**config.mk**
```make
export PLATFORM = sky130hd
export DESIGN_NAME = ypcu_back
export DESIGN_NICKNAME = d
export VERILOG_FILES = /design/src/rtl/ypcu_pkg.sv /design/src/rtl/ypcu_back.sv
export SDC_FILE = /design/constraint.sdc
export NUM_CORES = 1
export LEC_CHECK = 0
export ABC_AREA = 1
export BUFFER_PORTS_ARGS = -buffer_cell sky130_fd_sc_hd__clkbuf_2
export CORE_AREA = 4 4 99 101
export CTS_CLUSTER_SIZE = 24
export DETAILED_ROUTE_END_ITERATION = 10
export DIE_AREA = 0 0 103 105
export GPL_ROUTABILITY_DRIVEN = 0
export HOLD_SLACK_MARGIN = 0.15
export PLACE_DENSITY = 0.79
export SYNTH_ARGS = -nofsm -noshare
export SYNTH_HDL_FRONTEND = slang
export SYNTH_SLANG_ARGS = --single-unit
```
**constraint.sdc**
```tcl
create_clock -name clk -period 2.6 [get_ports clk]
set_input_delay 0.39 -clock clk [delete_from_list [all_inputs] [get_ports clk]]
set_output_delay 0.39 -clock clk [all_outputs]
set_load 0.05 [all_outputs]
```
**src/rtl/ypcu_pkg.sv**
```systemverilog
package ypcu_pkg;

	localparam int MAX_WIDTH_DEF   = 2048;
	localparam int MAX_HEIGHT_DEF  = 2048;
	localparam int MAX_PAD_DEF     = 62;
	localparam int QUEUE_DEPTH_DEF = 4;

	localparam int PIX_W     = 16;
	localparam int DIM_W     = 12;
	localparam int FACT_W    = 3;
	localparam int PAD_W     = 6;
	localparam int CFG_IDX_W = 3;

	// reciprocal of 3, exact floor for operands below 2**15
	localparam logic [31:0] RECIP3       = 32'd43691;
	localparam int          RECIP3_SHIFT = 17;

	typedef enum logic [CFG_IDX_W-1:0] {
		CFG_ACTIVE_WIDTH,
		CFG_OUTPUT_WIDTH,
		CFG_FRAME_ROWS,
		CFG_HORIZ_FACTOR,
		CFG_VERT_FACTOR,
		CFG_PAD_LUMA,
		CFG_PAD_CB,
		CFG_PAD_CR
	} cfg_idx_t;

	typedef struct packed {
		logic [DIM_W-1:0]  active_width;
		logic [DIM_W-1:0]  output_width;
		logic [DIM_W-1:0]  frame_rows;
		logic [FACT_W-1:0] horiz_chroma_factor;
		logic [FACT_W-1:0] vert_chroma_factor;
		logic [PIX_W-1:0]  pad_luma;
		logic [PIX_W-1:0]  pad_cb;
		logic [PIX_W-1:0]  pad_cr;
	} cfg_t;

	localparam cfg_t CFG_RESET = '{
		active_width:        12'd720,
		output_width:        12'd720,
		frame_rows:          12'd576,
		horiz_chroma_factor: 3'd2,
		vert_chroma_factor:  3'd2,
		pad_luma:            16'd0,
		pad_cb:              16'd32768,
		pad_cr:              16'd32768
	};

	typedef struct packed {
		logic [PIX_W-1:0] luma_in;
		logic [PIX_W-1:0] cb_in;
		logic [PIX_W-1:0] cr_in;
	} in_item_t;

	typedef struct packed {
		logic [PIX_W-1:0] luma_out;
		logic [PIX_W-1:0] cb_out;
		logic [PIX_W-1:0] cr_out;
		logic             is_padding;
		logic             last_in_run;
		logic             row_end;
		logic             frame_end;
	} out_item_t;

	// one source pixel after classification, waiting for expansion
	typedef struct packed {
		logic [PIX_W-1:0] luma;
		logic [PIX_W-1:0] cb;
		logic [PIX_W-1:0] cr;
		logic [PAD_W-1:0] left_cnt;
		logic [PAD_W-1:0] right_cnt;
		logic             row_last;
		logic             frame_last;
	} cmd_t;

	function automatic logic [FACT_W-1:0] clamp_factor(input logic [FACT_W-1:0] f);
		if (f == '0)
			return FACT_W'(1);
		else if (f > FACT_W'(4))
			return FACT_W'(4);
		else
			return f;
	endfunction

	// x / f for f in 1..4
	function automatic logic [15:0] div_by_factor(input logic [15:0] x,
			input logic [FACT_W-1:0] f);
		logic [RECIP3_SHIFT+15:0] prod;
		prod = (RECIP3_SHIFT+16)'(x) * (RECIP3_SHIFT+16)'(RECIP3);
		case (f)
			FACT_W'(1): return x;
			FACT_W'(2): return x >> 1;
			FACT_W'(3): return prod[RECIP3_SHIFT+15:RECIP3_SHIFT];
			default:    return x >> 2;
		endcase
	endfunction

endpackage

```
**src/rtl/ypcu_back.sv**
```systemverilog
module ypcu_back
	import ypcu_pkg::*;
(
	input  logic      clk,
	input  logic      arst_n,
	input  cfg_t      cfg,
	input  cmd_t      head,
	input  logic      head_valid,
	output logic      head_pop,
	output logic      empty,
	input  logic      pop,
	output out_item_t result
);

	logic [PAD_W-1:0] idx_q;
	logic             out_valid_q;
	out_item_t        out_q;

	logic [PAD_W-1:0] last_idx;
	logic             is_pix, is_last, load;
	out_item_t        item;

	always_comb begin
		// left pads, then the pixel, then right pads
		last_idx = head.left_cnt + head.right_cnt;
		is_pix   = idx_q == head.left_cnt;
		is_last  = idx_q == last_idx;
		load     = head_valid && (!out_valid_q || pop);
		head_pop = load && is_last;

		item.luma_out    = is_pix ? head.luma : cfg.pad_luma;
		item.cb_out      = is_pix ? head.cb : cfg.pad_cb;
		item.cr_out      = is_pix ? head.cr : cfg.pad_cr;
		item.is_padding  = !is_pix;
		item.last_in_run = is_last;
		item.row_end     = is_last && head.row_last;
		item.frame_end   = is_last && head.frame_last;
	end

	always_ff @(posedge clk or negedge arst_n) begin
		if (!arst_n) begin
			idx_q       <= '0;
			out_valid_q <= 1'b0;
		end else begin
			if (load) begin
				out_valid_q <= 1'b1;
				idx_q       <= is_last ? '0 : idx_q + PAD_W'(1);
			end else if (pop) begin
				out_valid_q <= 1'b0;
			end
		end
	end

	always_ff @(posedge clk) begin
		if (load)
			out_q <= item;
	end

	assign empty  = !out_valid_q;
	assign result = out_q;

endmodule

```
==> qor.csv <==
metric;value;unit
rsz0062_at_grt;false;
r2r_end;result[38];
ys_ff_latch;59;
reg2reg_from;idx_q[2];
rows;35;
timing.critical_path.to;head_pop;
crit_top_cell;nor2_1;
grt_usage;0.1424;
clock.fmax;413.4;MHz
synthArstFlopShare;0.1186;
p_total;3.390;mW
r2r_cells;7;
period_needed;2.419;ns
yosys_warnings;0;
grt.overflow.total;0;
vias_per_cell;4.510;
nFillCells;845;
startpoint_type;input pin;
drive_gt1_frac;0.3796;
max_slew_margin;0.6627;
via_count;2841;
drt_first_pass_iters;4;
grt_pass1_vias;2632;
postPlaceCellArea;4019;um2
synth-xor-area-share;0.02293;
clk_latency;0.33;ns
die-area;10820;um2
crit_slowest_cell;fa_1;
dr.first_iter.drc_count;90;
port_buffers;167;
worst_pin_slew;0.5059;ns
cp_data_arrival_time;2.03;ns
drtAntennaViolNets;0;
design_area;4284;um2
cts_sinks;59;
finalNonFillerCells;630;
synth-main-ff-cell;edfxtp_1;
fp.coreArea;9021;um2
drt-wirelength-per-cell;12.90;um
syn_inst;344;
synth_compound_area_frac;0.005733;
cp_top_family;adder cells;
yosysSeqAreaShare;0.5684;
cts_tree;built;
dp_hpwl;6185;um
critPathRequiredTime;2.21;ns
numCtsBuffers;9;
critPathMaxFanout;3;
die_x;103;um
syn-mean-instance-area;8.882;um2
final_core_util;0.4749;
worst-path-stages;10;
critPathCaptureType;primary output;
r2r_slack;0.76;ns
placed_cells_incl_taps;613;
post-cts-setup-buffers;0;
synth_fp_nets;507;
synth_top_cell_area_share;0.5111;
synth_common_cells;nand2_1, nand3_1, edfxtp_1;
critical_path_class;in2out;
peakVddDrop;0.0003280;V
clk_path_buf_depth;2;
cts_root_buffer;clkbuf_8;
netlist_area;3055;um2
hold_viol_final;0;
dieHeight;105;um
io_pins;210;
min_path_type;in2reg;
diodes;0;
fin_crit_sh;0.9305;
fin_setup_tns;0;ns
max_stage_delay;0.46;ns
yosys.area.top_type;edfxtp_1;
yosys-top-cells-area;edfxtp_1, nand2_1, nand3_1;
finalWirelength;8129;um
crit_path_cell_trace;clkbuf_2, ha_2, fa_1, xor2_1, nor2_1, nand2_1, nor2_1, nand3_1, nor2_4, buf_12;
drc;0;
cts.clk_slew.worst_paths;0.08;ns
fin_skew;0.01196;ns
synth_mux_area_frac;0;
synth_fa_ha_area_frac;0.03112;
synthToLayoutAreaGrowth;40.21;%
h-tree-depth;3;
synth.most_common_cell;nand2_1;
final_nets;677;
synth-edff-count;52;
path_buf_inv;2;
setup_violations;0;
status;completed;
grt_pass1_wl;11950;um
synth_top_family_by_area;simple AND/OR/NAND/NOR gates;
p_leak;2.269;nW
p_per_area;791.3;nW/um2
grt_max_degree;50;
synthSimpleGateAreaFrac;0.3161;
start_util;0.3387;
maxCapViolations;0;
ys_types;19;
antenna_found_initial;0;
cp-startpoint;head[8];
maxSlewViolCount;0;
==> worst reg2reg max path: cells and delay by family, from the launching register on <==
kind	cells	cell delay, ns
buf+inv	2	0.60
flops	1	0.41
simple gates	5	0.70
==> worst min path at each step <==
stage               startpoint           to  depth (start not counted)
CTS                        pop  out_valid_q                          4
finish                     pop  out_valid_q                          4
detailed placement      arst_n  out_valid_q                          1
global route               pop  out_valid_q                          4
floorplan               arst_n     idx_q[0]                          0
global placement        arst_n  out_valid_q                          1
==> cells in the final DEF (no fill, tap or decap), drive strengths merged <==
| master | count |
|---|---|
| inv | 24 |
| nand3 | 60 |
| xor2 | 5 |
| bufinv | 3 |
| clkinvlp | 1 |
| or2 | 2 |
| fa | 1 |
| ha | 6 |
| a21o | 1 |
| edfxtp | 52 |
| dlygate4sd3 | 1 |
| nor3 | 1 |
| nor2 | 17 |
| clkinv | 1 |
| dfrtp | 7 |
| xnor2 | 3 |
| buf | 8 |
| nor4b | 1 |
| clkbuf | 175 |
| a21oi | 2 |
| nand2 | 148 |
==> layer usage <==
layer	track usage	vias to the layer above	wire (um)
li1	-	1464	-
met3	0.05407	2	836
met2	0.2397	122	3895
met4	0.03423	0	8
met5	0	-	0
met1	0.1698	1253	3388
==> kinds of logic (layout without fill, tap and decap cells) <==
group,Yosys count,after routing
AO/OA/AOI/OAI,3,3
buffers and inverters,38,213
adder cells (fa/ha/maj),7,7
XOR/XNOR,8,8
flip-flops,59,59
AND/OR/NAND/NOR,229,229
==> registers in the layout, indices dropped and copies added, names as in the netlist <==
register / count
out_valid_q: 1
result: 52
idx_q: 6
==> area by class of cell <==
type | count | area [um2] | area share
Sequential cell | 59 | 1737 | 0.4054
Timing Repair Buffer | 175 | 913.4 | 0.2132
Tap cell | 111 | 138.9 | 0.03242
Clock buffer | 9 | 123.9 | 0.02891
Multi-Input combinational cell | 247 | 1165 | 0.2719
Inverter | 22 | 82.58 | 0.01928
Clock inverter | 7 | 123.9 | 0.02891
==> report_power, final <==
part | switching (mW) | total [mW] | internal [mW]
Combinational | 0.761 | 1.09 | 0.326
Sequential | 0.0805 | 1.26 | 1.18
Clock | 0.394 | 1.04 | 0.645
==> through the flow <==
step / worst slack [ns] / hold WS, ns
after detailed placement: 0.1572 / 0.2367
final: 0.1808 / 0.3135
after global placement: 0.1603 / 0.2304
after floorplan: 0.09390 / 0.09441
after global routing: 0.01777 / 0.2977
after CTS: 0.1427 / 0.2958
==> what timing repair did <==
item / CTS / global route
endpoints found under the setup margin: 0 / 1
resized for setup: 0 / 2
hold endpoints to repair: 7 / 0
hold buffers: 1 / 0
No activity file was read; power rests on OpenSTA's default activity.
