$ cat src/rtl/ypcu_pkg.sv
package ypcu_pkg;

	localparam int MAX_WIDTH_DEF   = 2048;
	localparam int MAX_HEIGHT_DEF  = 2048;
	localparam int MAX_PAD_DEF     = 62;
	localparam int QUEUE_DEPTH_DEF = 4;

	localparam int PIX_W     = 16;
	localparam int DIM_W     = 12;
	localparam int FACT_W    = 3;
	localparam int PAD_W     = 6;
	localparam int CFG_IDX_W = 3;

	// reciprocal of 3, exact floor for operands below 2**15
	localparam logic [31:0] RECIP3       = 32'd43691;
	localparam int          RECIP3_SHIFT = 17;

	typedef enum logic [CFG_IDX_W-1:0] {
		CFG_ACTIVE_WIDTH,
		CFG_OUTPUT_WIDTH,
		CFG_FRAME_ROWS,
		CFG_HORIZ_FACTOR,
		CFG_VERT_FACTOR,
		CFG_PAD_LUMA,
		CFG_PAD_CB,
		CFG_PAD_CR
	} cfg_idx_t;

	typedef struct packed {
		logic [DIM_W-1:0]  active_width;
		logic [DIM_W-1:0]  output_width;
		logic [DIM_W-1:0]  frame_rows;
		logic [FACT_W-1:0] horiz_chroma_factor;
		logic [FACT_W-1:0] vert_chroma_factor;
		logic [PIX_W-1:0]  pad_luma;
		logic [PIX_W-1:0]  pad_cb;
		logic [PIX_W-1:0]  pad_cr;
	} cfg_t;

	localparam cfg_t CFG_RESET = '{
		active_width:        12'd720,
		output_width:        12'd720,
		frame_rows:          12'd576,
		horiz_chroma_factor: 3'd2,
		vert_chroma_factor:  3'd2,
		pad_luma:            16'd0,
		pad_cb:              16'd32768,
		pad_cr:              16'd32768
	};

	typedef struct packed {
		logic [PIX_W-1:0] luma_in;
		logic [PIX_W-1:0] cb_in;
		logic [PIX_W-1:0] cr_in;
	} in_item_t;

	typedef struct packed {
		logic [PIX_W-1:0] luma_out;
		logic [PIX_W-1:0] cb_out;
		logic [PIX_W-1:0] cr_out;
		logic             is_padding;
		logic             last_in_run;
		logic             row_end;
		logic             frame_end;
	} out_item_t;

	// one source pixel after classification, waiting for expansion
	typedef struct packed {
		logic [PIX_W-1:0] luma;
		logic [PIX_W-1:0] cb;
		logic [PIX_W-1:0] cr;
		logic [PAD_W-1:0] left_cnt;
		logic [PAD_W-1:0] right_cnt;
		logic             row_last;
		logic             frame_last;
	} cmd_t;

	function automatic logic [FACT_W-1:0] clamp_factor(input logic [FACT_W-1:0] f);
		if (f == '0)
			return FACT_W'(1);
		else if (f > FACT_W'(4))
			return FACT_W'(4);
		else
			return f;
	endfunction

	// x / f for f in 1..4
	function automatic logic [15:0] div_by_factor(input logic [15:0] x,
			input logic [FACT_W-1:0] f);
		logic [RECIP3_SHIFT+15:0] prod;
		prod = (RECIP3_SHIFT+16)'(x) * (RECIP3_SHIFT+16)'(RECIP3);
		case (f)
			FACT_W'(1): return x;
			FACT_W'(2): return x >> 1;
			FACT_W'(3): return prod[RECIP3_SHIFT+15:RECIP3_SHIFT];
			default:    return x >> 2;
		endcase
	endfunction

endpackage

$ cat src/rtl/ypcu_queue.sv
module ypcu_queue
	import ypcu_pkg::*;
#(
	parameter int DEPTH = QUEUE_DEPTH_DEF
) (
	input  logic                         clk,
	input  logic                         arst_n,
	input  logic                         push,
	input  cmd_t                         wdata,
	input  logic                         pop,
	output cmd_t                         head,
	output logic                         valid,
	output logic [$clog2(DEPTH+1)-1:0]   count
);

	localparam int PW = (DEPTH > 1) ? $clog2(DEPTH) : 1;
	localparam int CW = $clog2(DEPTH + 1);

	cmd_t          mem_q [DEPTH];
	logic [PW-1:0] wr_ptr_q, rd_ptr_q;
	logic [CW-1:0] count_q;
	logic          do_pop;

	assign do_pop = pop && (count_q != '0);
	assign valid  = count_q != '0;
	assign head   = mem_q[rd_ptr_q];
	assign count  = count_q;

	always_ff @(posedge clk or negedge arst_n) begin
		if (!arst_n) begin
			wr_ptr_q <= '0;
			rd_ptr_q <= '0;
			count_q  <= '0;
		end else begin
			if (push)
				wr_ptr_q <= (wr_ptr_q == PW'(DEPTH - 1)) ? '0 : wr_ptr_q + PW'(1);
			if (do_pop)
				rd_ptr_q <= (rd_ptr_q == PW'(DEPTH - 1)) ? '0 : rd_ptr_q + PW'(1);
			if (push && !do_pop)
				count_q <= count_q + CW'(1);
			else if (!push && do_pop)
				count_q <= count_q - CW'(1);
		end
	end

	always_ff @(posedge clk) begin
		if (push)
			mem_q[wr_ptr_q] <= wdata;
	end

endmodule

$ cat config.mk
export PLATFORM = sky130hd
export DESIGN_NAME = ypcu_queue
export DESIGN_NICKNAME = d
export VERILOG_FILES = /design/src/rtl/ypcu_pkg.sv /design/src/rtl/ypcu_queue.sv
export SDC_FILE = /design/constraint.sdc
export NUM_CORES = 1
export LEC_CHECK = 0
export ABC_AREA = 1
export BUFFER_PORTS_ARGS = -buffer_cell sky130_fd_sc_hd__buf_2
export CAP_MARGIN = 20
export CORE_ASPECT_RATIO = 1.75
export CORE_UTILIZATION = 55
export DETAILED_ROUTE_END_ITERATION = 10
export PLACE_DENSITY = 0.87
export REMOVE_ABC_BUFFERS = 1
export SLEW_MARGIN = 25
export SYNTH_ARGS = -nofsm -noshare
export SYNTH_HDL_FRONTEND = slang
export SYNTH_SLANG_ARGS = --single-unit
$ cat constraint.sdc
create_clock -name clk -period 5.65 [get_ports clk]
set_input_delay 1.695 -clock clk [delete_from_list [all_inputs] [get_ports clk]]
set_output_delay 1.695 -clock clk [all_outputs]
set_load 0.03 [all_outputs]
==> results of run 1 <==
metal layers:
metal | global-route usage | vias to the layer above | wire length, microns
met5 | 0 | - | 21
met4 | 0.123 | 4 | 927
met3 | 0.0315 | 71 | 853
met2 | 0.351 | 161 | 10300
met1 | 0.219 | 2939 | 7240
li1 | - | 2943 | -
through the flow:
| step | setup slack [ns] | instances | power (uW) | hold slack, ns | instance area [sq um] |
|---|---|---|---|---|---|
| after CTS | 1.37 | 1160 | 6730 | 0.510 | 12100 |
| final | 1.43 | 1164 | 6680 | 0.506 | 12200 |
| after global routing | 1.28 | 1164 | 7030 | 0.550 | 12200 |
| after detailed placement | 1.92 | 1121 | 5180 | 0.493 | 11400 |
| after floorplan | -1.67 | 736 | 4490 | 0.551 | 10300 |
| after global placement | 1.99 | 1121 | 5100 | 0.479 | 11400 |
cells in the final DEF (no fill, tap or decap), types with 2 or more instances in the layout:
cell type	netlist	layout
clkbuf_1	0	4
clkinv_2	0	3
o211ai_2	63	63
nor2_1	3	3
nand3_1	3	3
buf_4	2	11
buf_2	17	131
ha_1	6	6
o211ai_1	61	61
clkbuf_8	0	3
inv_1	134	130
diode_2	0	3
dfrtp_4	0	2
clkbuf_16	0	23
dfrtp_1	7	5
edfxtp_1	248	248
o21ai_0	2	2
bufinv_16	0	3
inv_2	1	5
buf_12	0	2
nand2_1	205	205
area by class of cell:
class	instances	area (sq um)
sequential	255	7630
fill	1388	6870
multi-input combinational	346	2160
timing repair buffer	145	790
clock buffer	30	632
inverter	135	507
tap	241	302
clock inverter	9	133
antenna	3	7.51
worst min-delay path by stage:
stage / startpoint / end / slack [ns] / cells after the start
2_1_floorplan: wr_ptr_q[0] / wr_ptr_q[0] / 0.55 / 3
3_3_place_gp: count[2] / count[2] / 0.48 / 2
3_5_place_dp: count[2] / count[2] / 0.49 / 2
4_1_cts: count[2] / count[2] / 0.51 / 2
5_1_grt: count[2] / count[2] / 0.55 / 2
6_report: count[2] / count[2] / 0.51 / 2
worst max-delay path: stages, from the launching register on:
cell,delay [ns]
dfrtp_4,0.48
inv_2,0.37
buf_4,0.58
o211ai_1,0.20
nand2_1,0.14
buf_2,0.21
power by group through the flow:
stage | Combinational, uW | Clock [uW] | Sequential, uW
after CTS | 2520 | 1570 | 2630
after global routing | 2800 | 1640 | 2600
after floorplan | 1650 | 0 | 2840
after detailed placement | 2510 | 0 | 2670
after global placement | 2460 | 0 | 2650
final | 2570 | 1550 | 2570
flip-flops by register name (all words and copies together) (netlist names):
register  flops
rd_ptr_q      2
wr_ptr_q      2
mem_q       248
count         3
cell families (layout without fill, tap and decap cells):
group,count (synthesis),count (layout),share of synthesized area
buffers and inverters,176,319,0.0806
other,0,3,0
flip-flops,255,255,0.716
XOR/XNOR,1,1,0.000823
AO/OA/AOI/OAI,126,126,0.118
adder cells (fa/ha/maj),7,7,0.00893
AND/OR/NAND/NOR,212,212,0.0754
==> summary.md, run 1 <==
| Metric | Value |
|---|---|
| Total grt overflow | `0` |
| Synthesized area per cell | `13.7 sq um` |
| Reg power frac | `0.384` |
| WL final | `19.4 mm` |
| Post-cts sizing count | `0` |
| I/O pins | `132` |
| H-Tree Depth | `1` |
| Sw frac | `0.389` |
| Post-DP HPWL | `around 12 mm` |
| Worst setup path endpoint | `head[37]` |
| Hold WC Path Type | `reg -> reg` |
| Worst-margin pin slew | `around 0.88 ns` |
| Max rail drop VDD | `0.572 mV` |
| R2R setup slack | `3.43 ns` |
| Final count of negative-setup-slack endpoints | `0` |
| Critical path class | `reg -> out` |
| Vias | `6118` |
| Synth Instances | `777` |
| Util after Layout | `0.639` |
| Worst-Skew Late Latency | `~0.5 ns` |
| Layout cells sized above 1 | `0.271` |
| Die area | `19900 sq um` |
| Synth Cell Area | `10600 sq um` |
| Wire per inst | `16.6 microns` |
| Most area-hungry cell type in the Yosys netlist | `edfxtp_1` |
| Largest cells by area after synthesis | `edfxtp_1 (70%), o211ai_2 (7.4%), nand2_1 (7.2%), inv_1 (4.7%), o211ai_1 (4.3%)` |
| Crit Path Max Fanout | `41` |
| Setup Fix Bufs, Post-CTS | `0` |
| Combinational Power Share | `0.384` |
| Die X-Extent | `107 microns` |
| PortBufs | `131` |
| RSZ-0062 raised after global routing | `false` |
| Vias in the first global route | `6167` |
| Static leakage | `0.00491 uW` |
| Number of flops mapped to enable cells by yosys | `248` |
| Post-route ant nets | `0` |
| WP data arrival | `2.52 ns` |
| Fmax | `237 MHz` |
| Synth top cells by count | `edfxtp_1 (248), nand2_1 (205), inv_1 (134)` |
| Largest net degree at the start of global routing | `91` |
| First-pass GRT wire length | `~30 mm` |
| Root Buffer | `clkbuf_16` |
| First-pass DRT Iterations | `4` |
| Register area share after synthesis | `0.716` |
| Max-slew headroom | `0.411` |
| Clk pwr share | `0.232` |
| Area Growth Syn to Fin | `14.3%` |
| Setup_tns | `0 ns` |
| Status | `finished, final reports clean` |
| Total track usage | `0.198` |
| Initial Util | `0.559` |
| DR vias/cell | `5.26` |
| Drt drc | `0` |
| Worst setup SP type | `register` |
| Synth top area share | `0.700` |
| Core Footprint | `~19000 sq um` |
| Critical path data required time | `3.95 ns` |
| Capture point of the worst reg-to-reg path | `mem_q[2][35]` |
| Final min period | `between 4 and 5 ns` |
| Nets@finish | `978` |
| Max Root-Sink Buffers | `3` |
| Clk sinks | `255` |
| Async set or reset register ratio after synthesis | `0.0275` |
| Initial DRC count | `232` |
| Setup Skew | `0.0102 ns` |
| Cell with the most instances after synthesis | `edfxtp_1` |
| Register-to-Register Path Depth | `5` |
| Yosys reg bits | `255` |
| CTS tree | `done` |
| CP endpoint kind | `output pin` |
| Antenna violations before repair | `5` |
| Power per Cell Area | `roughly 550 nW/um^2` |
| MaxCap Viol Count | `0` |
| Worst r2r src | `wr_ptr_q[0]` |
| Net Sw Power | `2600 uW` |
| Row count | `67` |
| Syn. warnings | `0` |
| Die Span Y | `between 150 and 200 microns` |
| Pins Over Slew Limit | `0` |
| Final Cycle Share | `0.746` |
| Cts bufs inserted | `22` |
| Gpl congestion | `0.766` |
| Critical Path Start | `rd_ptr_q[1]` |
| Clock slew seen by the registers of the worst setup and hold paths | `0.06 ns` |
| CTS Hold Bufs | `0` |
| Final Hold Fails | `0` |
| Cell variety after synth | `18` |
| Internal cell power | `4080 uW` |
| Dominant synthesized flop cell | `edfxtp_1` |
(Power assumes the default switching activity.)
==> run 2, diff against run 1 <==
==> constraint.sdc (replaced) <==
create_clock -name clk -period 3.9 [get_ports clk]
set_input_delay 1.17 -clock clk [delete_from_list [all_inputs] [get_ports clk]]
set_output_delay 1.17 -clock clk [all_outputs]
set_load 0.03 [all_outputs]
==> summary.md, run 2 (synthesis results as in run 1) <==
| Metric | Value |
|---|---|
| CTS tree | `done` |
| Gpl congestion | `~0.75` |
| Critical path data required time | `2.73 ns` |
| WP data arrival | `roughly 2.3 ns` |
| Post-cts sizing count | `0` |
| First-pass GRT wire length | `30.6 mm` |
| Vias | `about 6200` |
| Worst-Skew Late Latency | `0.50 ns` |
| Cts bufs inserted | `22` |
| Final Hold Fails | `0` |
| CTS Hold Bufs | `0` |
| Layout cells sized above 1 | `0.270` |
| Largest register FFs | `248` |
| Total grt overflow | `0` |
| Largest net degree at the start of global routing | `between 60 and 70` |
| WL final | `roughly 20 mm` |
| Register-to-Register Path Depth | `5` |
| I/O pins | `132` |
| R2R setup slack | `approximately 2.1 ns` |
| Wire per inst | `around 17 microns` |
| Final Cycle Share | `0.878` |
| Top delay family on crit path | `flip-flops` |
| Status | `finished, final reports clean` |
| Worst-margin pin slew | `0.715 ns` |
| Slowest stage delay, CP | `0.87 ns` |
| Fin area | `12300 sq um` |
| Hold WC Path Type | `in -> async` |
| Antenna violations before repair | `6` |
| Die X-Extent | `roughly 110 microns` |
| Worst setup SP type | `register` |
| Worst Path Buf+Inv | `2` |
| Final count of negative-setup-slack endpoints | `0` |
| Capture point of the worst reg-to-reg path | `mem_q[1][3]` |
| Vias in the first global route | `6090` |
| Die area | `about 20000 sq um` |
| Static leakage | `0.00496 uW` |
| MaxCap Viol Count | `0` |
| DR vias/cell | `5.33` |
| Crit-path slowest cell | `dfrtp_4` |
| Drt drc | `0` |
| Leading cell types in the layout, fill and taps excluded | `edfxtp_1 (248), nand2_1 (205), buf_2 (131), inv_1 (130), o211ai_2 (63)` |
| Power per Cell Area | `808 nW/um^2` |
| Total power | `between 9000 and 10000 uW` |
| Worst r2r src | `wr_ptr_q[1]` |
| Root Buffer | `clkbuf_16` |
| Total track usage | `0.202` |
| Crit Path Max Fanout | `a little under 60` |
| DP Area | `11500 sq um` |
| Pins Over Slew Limit | `0` |
| Clk sinks | `~260` |
| Max rail drop VDD | `0.558 mV` |
| Area Growth Syn to Fin | `15.5%` |
| First-pass DRT Iterations | `5` |
| Fmax | `292 MHz` |
| Die Span Y | `~190 microns` |
| CP endpoint kind | `output pin` |
| Final min period | `3.42 ns` |
| Row count | `67` |
| Core Footprint | `19000 sq um` |
| Critical path class | `reg -> out` |
| Setup Skew | `slightly below 0.008 ns` |
| Clock slew seen by the registers of the worst setup and hold paths | `0.07 ns` |
| Max Root-Sink Buffers | `3` |
| Setup Fix Bufs, Post-CTS | `0` |
| PortBufs | `131` |
| Post-route ant nets | `0` |
| Post-DP HPWL | `11.8 mm` |
| Critical path, cell by cell | `buf_12 > o211ai_2 > nand2_1 > buf_2` |
| RSZ-0062 raised after global routing | `false` |
| Initial DRC count | `276` |
| Max-slew headroom | `0.523` |
| Largest register by flop count | `mem_q` |
| Commonest non-fill, non-tap cell in the layout | `edfxtp_1` |
| Nets@finish | `978` |
| Initial Util | `0.559` |
| H-Tree Depth | `1` |
-- run 2: changes by cell type in the layout (fill, tap and decap cells not counted), moves of 3 or more --
cell       delta
clkinv_1      +4
clkbuf_1      -3
clkbuf_8      -3
buf_4         -6
buf_12        +7
bufinv_16     +3
-- run 2: power breakdown --
| group | switching, uW | internal (uW) | leakage (uW) |
|---|---|---|---|
| Clock | 921 | 1470 | 0.000394 |
| Sequential | 243 | 3520 | 0.00236 |
| Combinational | 2660 | 1110 | 0.00220 |
| Total | 3830 | 6110 | 0.00496 |
-- run 2: per-stage QoR --
stage	utilization	setup WS [ns]	setup TNS, ns	hold slack, ns	cells
floorplan	-	-2.89	-182.56	0.551	736
global placement	0.603	1.05	0	0.475	1122
detailed placement	0.603	1.02	0	0.502	1122
CTS	0.646	0.482	0	0.500	1162
global route	0.646	0.357	0	0.505	1166
finish	0.646	0.477	0	0.510	1166
-- run 2: layout make-up --
| type | instances | area (sq um) |
|---|---|---|
| antenna | 4 | 10.0 |
| clock buffer | 24 | 579 |
| clock inverter | 16 | 234 |
| fill | 1322 | 6730 |
| inverter | 135 | 507 |
| multi-input combinational | 346 | 2160 |
| sequential | 255 | 7630 |
| tap | 241 | 302 |
| timing repair buffer | 145 | 873 |
-- run 2: layer usage --
metal	routed length, microns	up-vias	global-route usage
li1	-	2947	-
met1	7520	3002	0.225
met2	11000	203	0.379
met3	1040	54	0.0259
met4	722	4	0.0948
met5	23	-	0
-- run 2: how the worst max path moves through the flow --
| stage | startpoint | to | depth (start not counted) |
|---|---|---|---|
| floorplan | rd_ptr_q[0] | head[41] | 2 |
| CTS | rd_ptr_q[0] | head[29] | 5 |
| global placement | rd_ptr_q[0] | head[22] | 4 |
| finish | rd_ptr_q[0] | head[8] | 4 |
| detailed placement | rd_ptr_q[0] | head[59] | 5 |
| global route | rd_ptr_q[0] | head[13] | 5 |
==> run 3, diff against run 2 <==
--- a/config.mk
+++ b/config.mk
@@ -5,13 +5,13 @@
 export SDC_FILE = /design/constraint.sdc
 export NUM_CORES = 1
 export LEC_CHECK = 0
-export ABC_AREA = 1
+export ABC_AREA = 0
 export BUFFER_PORTS_ARGS = -buffer_cell sky130_fd_sc_hd__buf_2
 export CAP_MARGIN = 20
 export CORE_ASPECT_RATIO = 1.75
 export CORE_UTILIZATION = 55
 export DETAILED_ROUTE_END_ITERATION = 10
-export PLACE_DENSITY = 0.87
+export PLACE_DENSITY = 0.88
 export REMOVE_ABC_BUFFERS = 1
 export SLEW_MARGIN = 25
 export SYNTH_ARGS = -nofsm -noshare
==> summary.md, run 3 <==
| Metric | Value |
|---|---|
| Status | `finished, final reports clean` |
| Die Span Y | `175 microns` |
| Post-route ant nets | `0` |
| Synthesized area per cell | `26.2 sq um` |
| Combinational Power Share | `0.347` |
| Area Growth Syn to Fin | `15.1%` |
| Synth top cells by count | `edfxtp_1 (248), mux4_2 (58), dfrtp_1 (7)` |
| Cell variety after synth | `19` |
| Setup Skew | `0.00654 ns` |
| DR vias/cell | `5.59` |
| Worst-margin pin slew | `0.946 ns` |
| Synth top area share | `0.789` |
| Layout cells sized above 1 | `0.440` |
| Nets@finish | `575` |
| Gpl congestion | `between 0.7 and 0.8` |
| Final count of negative-setup-slack endpoints | `0` |
| Largest cells by area after synthesis | `edfxtp_1 (79%), mux4_2 (14%), dfrtp_1 (1.9%), buf_12 (1.3%), mux4_1 (1.1%)` |
| Vias in the first global route | `4329` |
| Clock slew seen by the registers of the worst setup and hold paths | `0.06 ns` |
| Register-to-Register Path Depth | `8` |
| Initial DRC count | `225` |
| Final min period | `around 3.4 ns` |
| Critical path data required time | `about 2.7 ns` |
| H-Tree Depth | `1` |
| Capture point of the worst reg-to-reg path | `count[2]` |
| Setup_tns | `0 ns` |
| Largest register by flop count | `mem_q` |
| Drt drc | `0` |
| Largest net degree at the start of global routing | `66` |
| Reg power frac | `0.432` |
| Fmax | `around 300 MHz` |
| Vias | `4164` |
| Initial Util | `0.559` |
| Leading cell types in the layout, fill and taps excluded | `edfxtp_1 (248), buf_2 (131), mux4_2 (58), clkbuf_16 (21)` |
| Max-slew headroom | `0.369` |
| Wire per inst | `22.0 microns` |
| Clk pwr share | `0.221` |
| Setup Fix Bufs, Post-CTS | `0` |
| Core Footprint | `16900 sq um` |
| Static leakage | `0.00371 uW` |
| Cell with the most instances after synthesis | `edfxtp_1` |
| Syn. warnings | `0` |
| Final Cycle Share | `0.863` |
| Cts bufs inserted | `21` |
| Multi-input logic area | `1650 sq um` |
| Reg area | `7630 sq um` |
| Die X-Extent | `~100 microns` |
| Worst setup SP type | `register` |
| R2R setup slack | `1.72 ns` |
| Power per Cell Area | `779 nW/um^2` |
| Dominant synthesized flop cell | `edfxtp_1` |
| Critical path class | `reg -> out` |
| Commonest non-fill, non-tap cell in the layout | `edfxtp_1` |
| Worst r2r src | `count[0]` |
| First-pass DRT Iterations | `4` |
| Total grt overflow | `0` |
| MaxCap Viol Count | `0` |
| Net Sw Power | `2880 uW` |
| Async set or reset register ratio after synthesis | `0.0275` |
| Crit Path Max Fanout | `65` |
| Number of flops mapped to enable cells by yosys | `248` |
| Internal cell power | `5590 uW` |
| Antenna violations before repair | `4` |
| CTS Hold Bufs | `0` |
| WL final | `16.4 mm` |
| Max rail drop VDD | `0.721 mV` |
| First-pass GRT wire length | `24.4 mm` |
| I/O pins | `132` |
| CTS tree | `done` |
| RSZ-0062 raised after global routing | `false` |
| Synth Cell Area | `9440 sq um` |
| Row count | `between 60 and 70` |
| PortBufs | `131` |
| Final worst slack | `0.534 ns` |
| Sw frac | `0.340` |
| Synth Instances | `360` |
| Hold WC Path Type | `in -> async` |
| Most area-hungry cell type in the Yosys netlist | `edfxtp_1` |
| Max Root-Sink Buffers | `3` |
| Root Buffer | `clkbuf_16` |
| WP data arrival | `2.20 ns` |
| Pins Over Slew Limit | `0` |
| Largest register FFs | `248` |
| Total track usage | `0.190` |
| Post-cts sizing count | `0` |
| Final Hold Fails | `0` |
| Register area share after synthesis | `0.808` |
| Clk sinks | `255` |
| Die area | `17700 sq um` |
| # fillers | `~1100` |
| Worst-Skew Late Latency | `about 0.5 ns` |
| Post-place setup slack | `1.02 ns` |
| CP endpoint kind | `output pin` |
| Yosys reg bits | `255` |
run 3: cell type report:
class | instances | area share
sequential | 255 | 0.702
antenna | 2 | 0.000461
timing repair buffer | 133 | 0.0640
clock inverter | 10 | 0.00426
tap | 227 | 0.0261
clock buffer | 27 | 0.0504
inverter | 3 | 0.00104
multi-input combinational | 88 | 0.151
run 3: kinds of logic after synthesis:
family,share of synthesized area
simple gates,0.00623
compound gates,0.00106
mux,0.153
buf+inv,0.0188
flops,0.808
fa+ha+maj,0.0101
xor+xnor,0.00279
run 3: worst max path at each step:
stage | cells after the start | from | to | slack, ns
finish | 3 | rd_ptr_q[0] | head[32] | 0.53
global route | 3 | rd_ptr_q[0] | head[47] | 0.42
CTS | 3 | rd_ptr_q[0] | head[58] | 0.49
detailed placement | 3 | rd_ptr_q[0] | head[58] | 1.02
global placement | 3 | rd_ptr_q[0] | head[47] | 1.04
floorplan | 1 | rd_ptr_q[0] | head[47] | -0.62
run 3: critical path: stages, from the launching register on:
cell,delay (ns)
dfrtp_4,0.41
buf_12,0.39
mux4_2,0.60
buf_2,0.20
run 3: layer usage:
metal,GRT usage,wire length [microns],up-vias
met5,0,10,-
met4,0.0682,464,2
met3,0.0283,736,36
met2,0.343,9190,141
met1,0.230,5980,2153
li1,-,-,1832
run 3: metrics by stage:
| stage | utilization | instances | total power, uW | hold slack [ns] | area (sq um) |
|---|---|---|---|---|---|
| 3_3_place_gp | 0.608 | 706 | 6590 | 0.475 | 10300 |
| 6_report | 0.644 | 745 | 8460 | 0.503 | 10900 |
| 2_1_floorplan | - | 346 | 5870 | 0.557 | 9270 |
| 5_1_grt | 0.644 | 744 | 8800 | 0.506 | 10900 |
| 4_1_cts | 0.644 | 743 | 8560 | 0.487 | 10900 |
| 3_5_place_dp | 0.608 | 706 | 6700 | 0.500 | 10300 |
run 3: power by group through the flow:
| stage | Clock (uW) | Combinational, uW | Sequential [uW] |
|---|---|---|---|
| 2_1_floorplan | 0 | 1950 | 3930 |
| 3_3_place_gp | 0 | 2920 | 3670 |
| 3_5_place_dp | 0 | 2980 | 3720 |
| 4_1_cts | 1900 | 3000 | 3660 |
| 5_1_grt | 1990 | 3120 | 3690 |
| 6_report | 1870 | 2940 | 3660 |
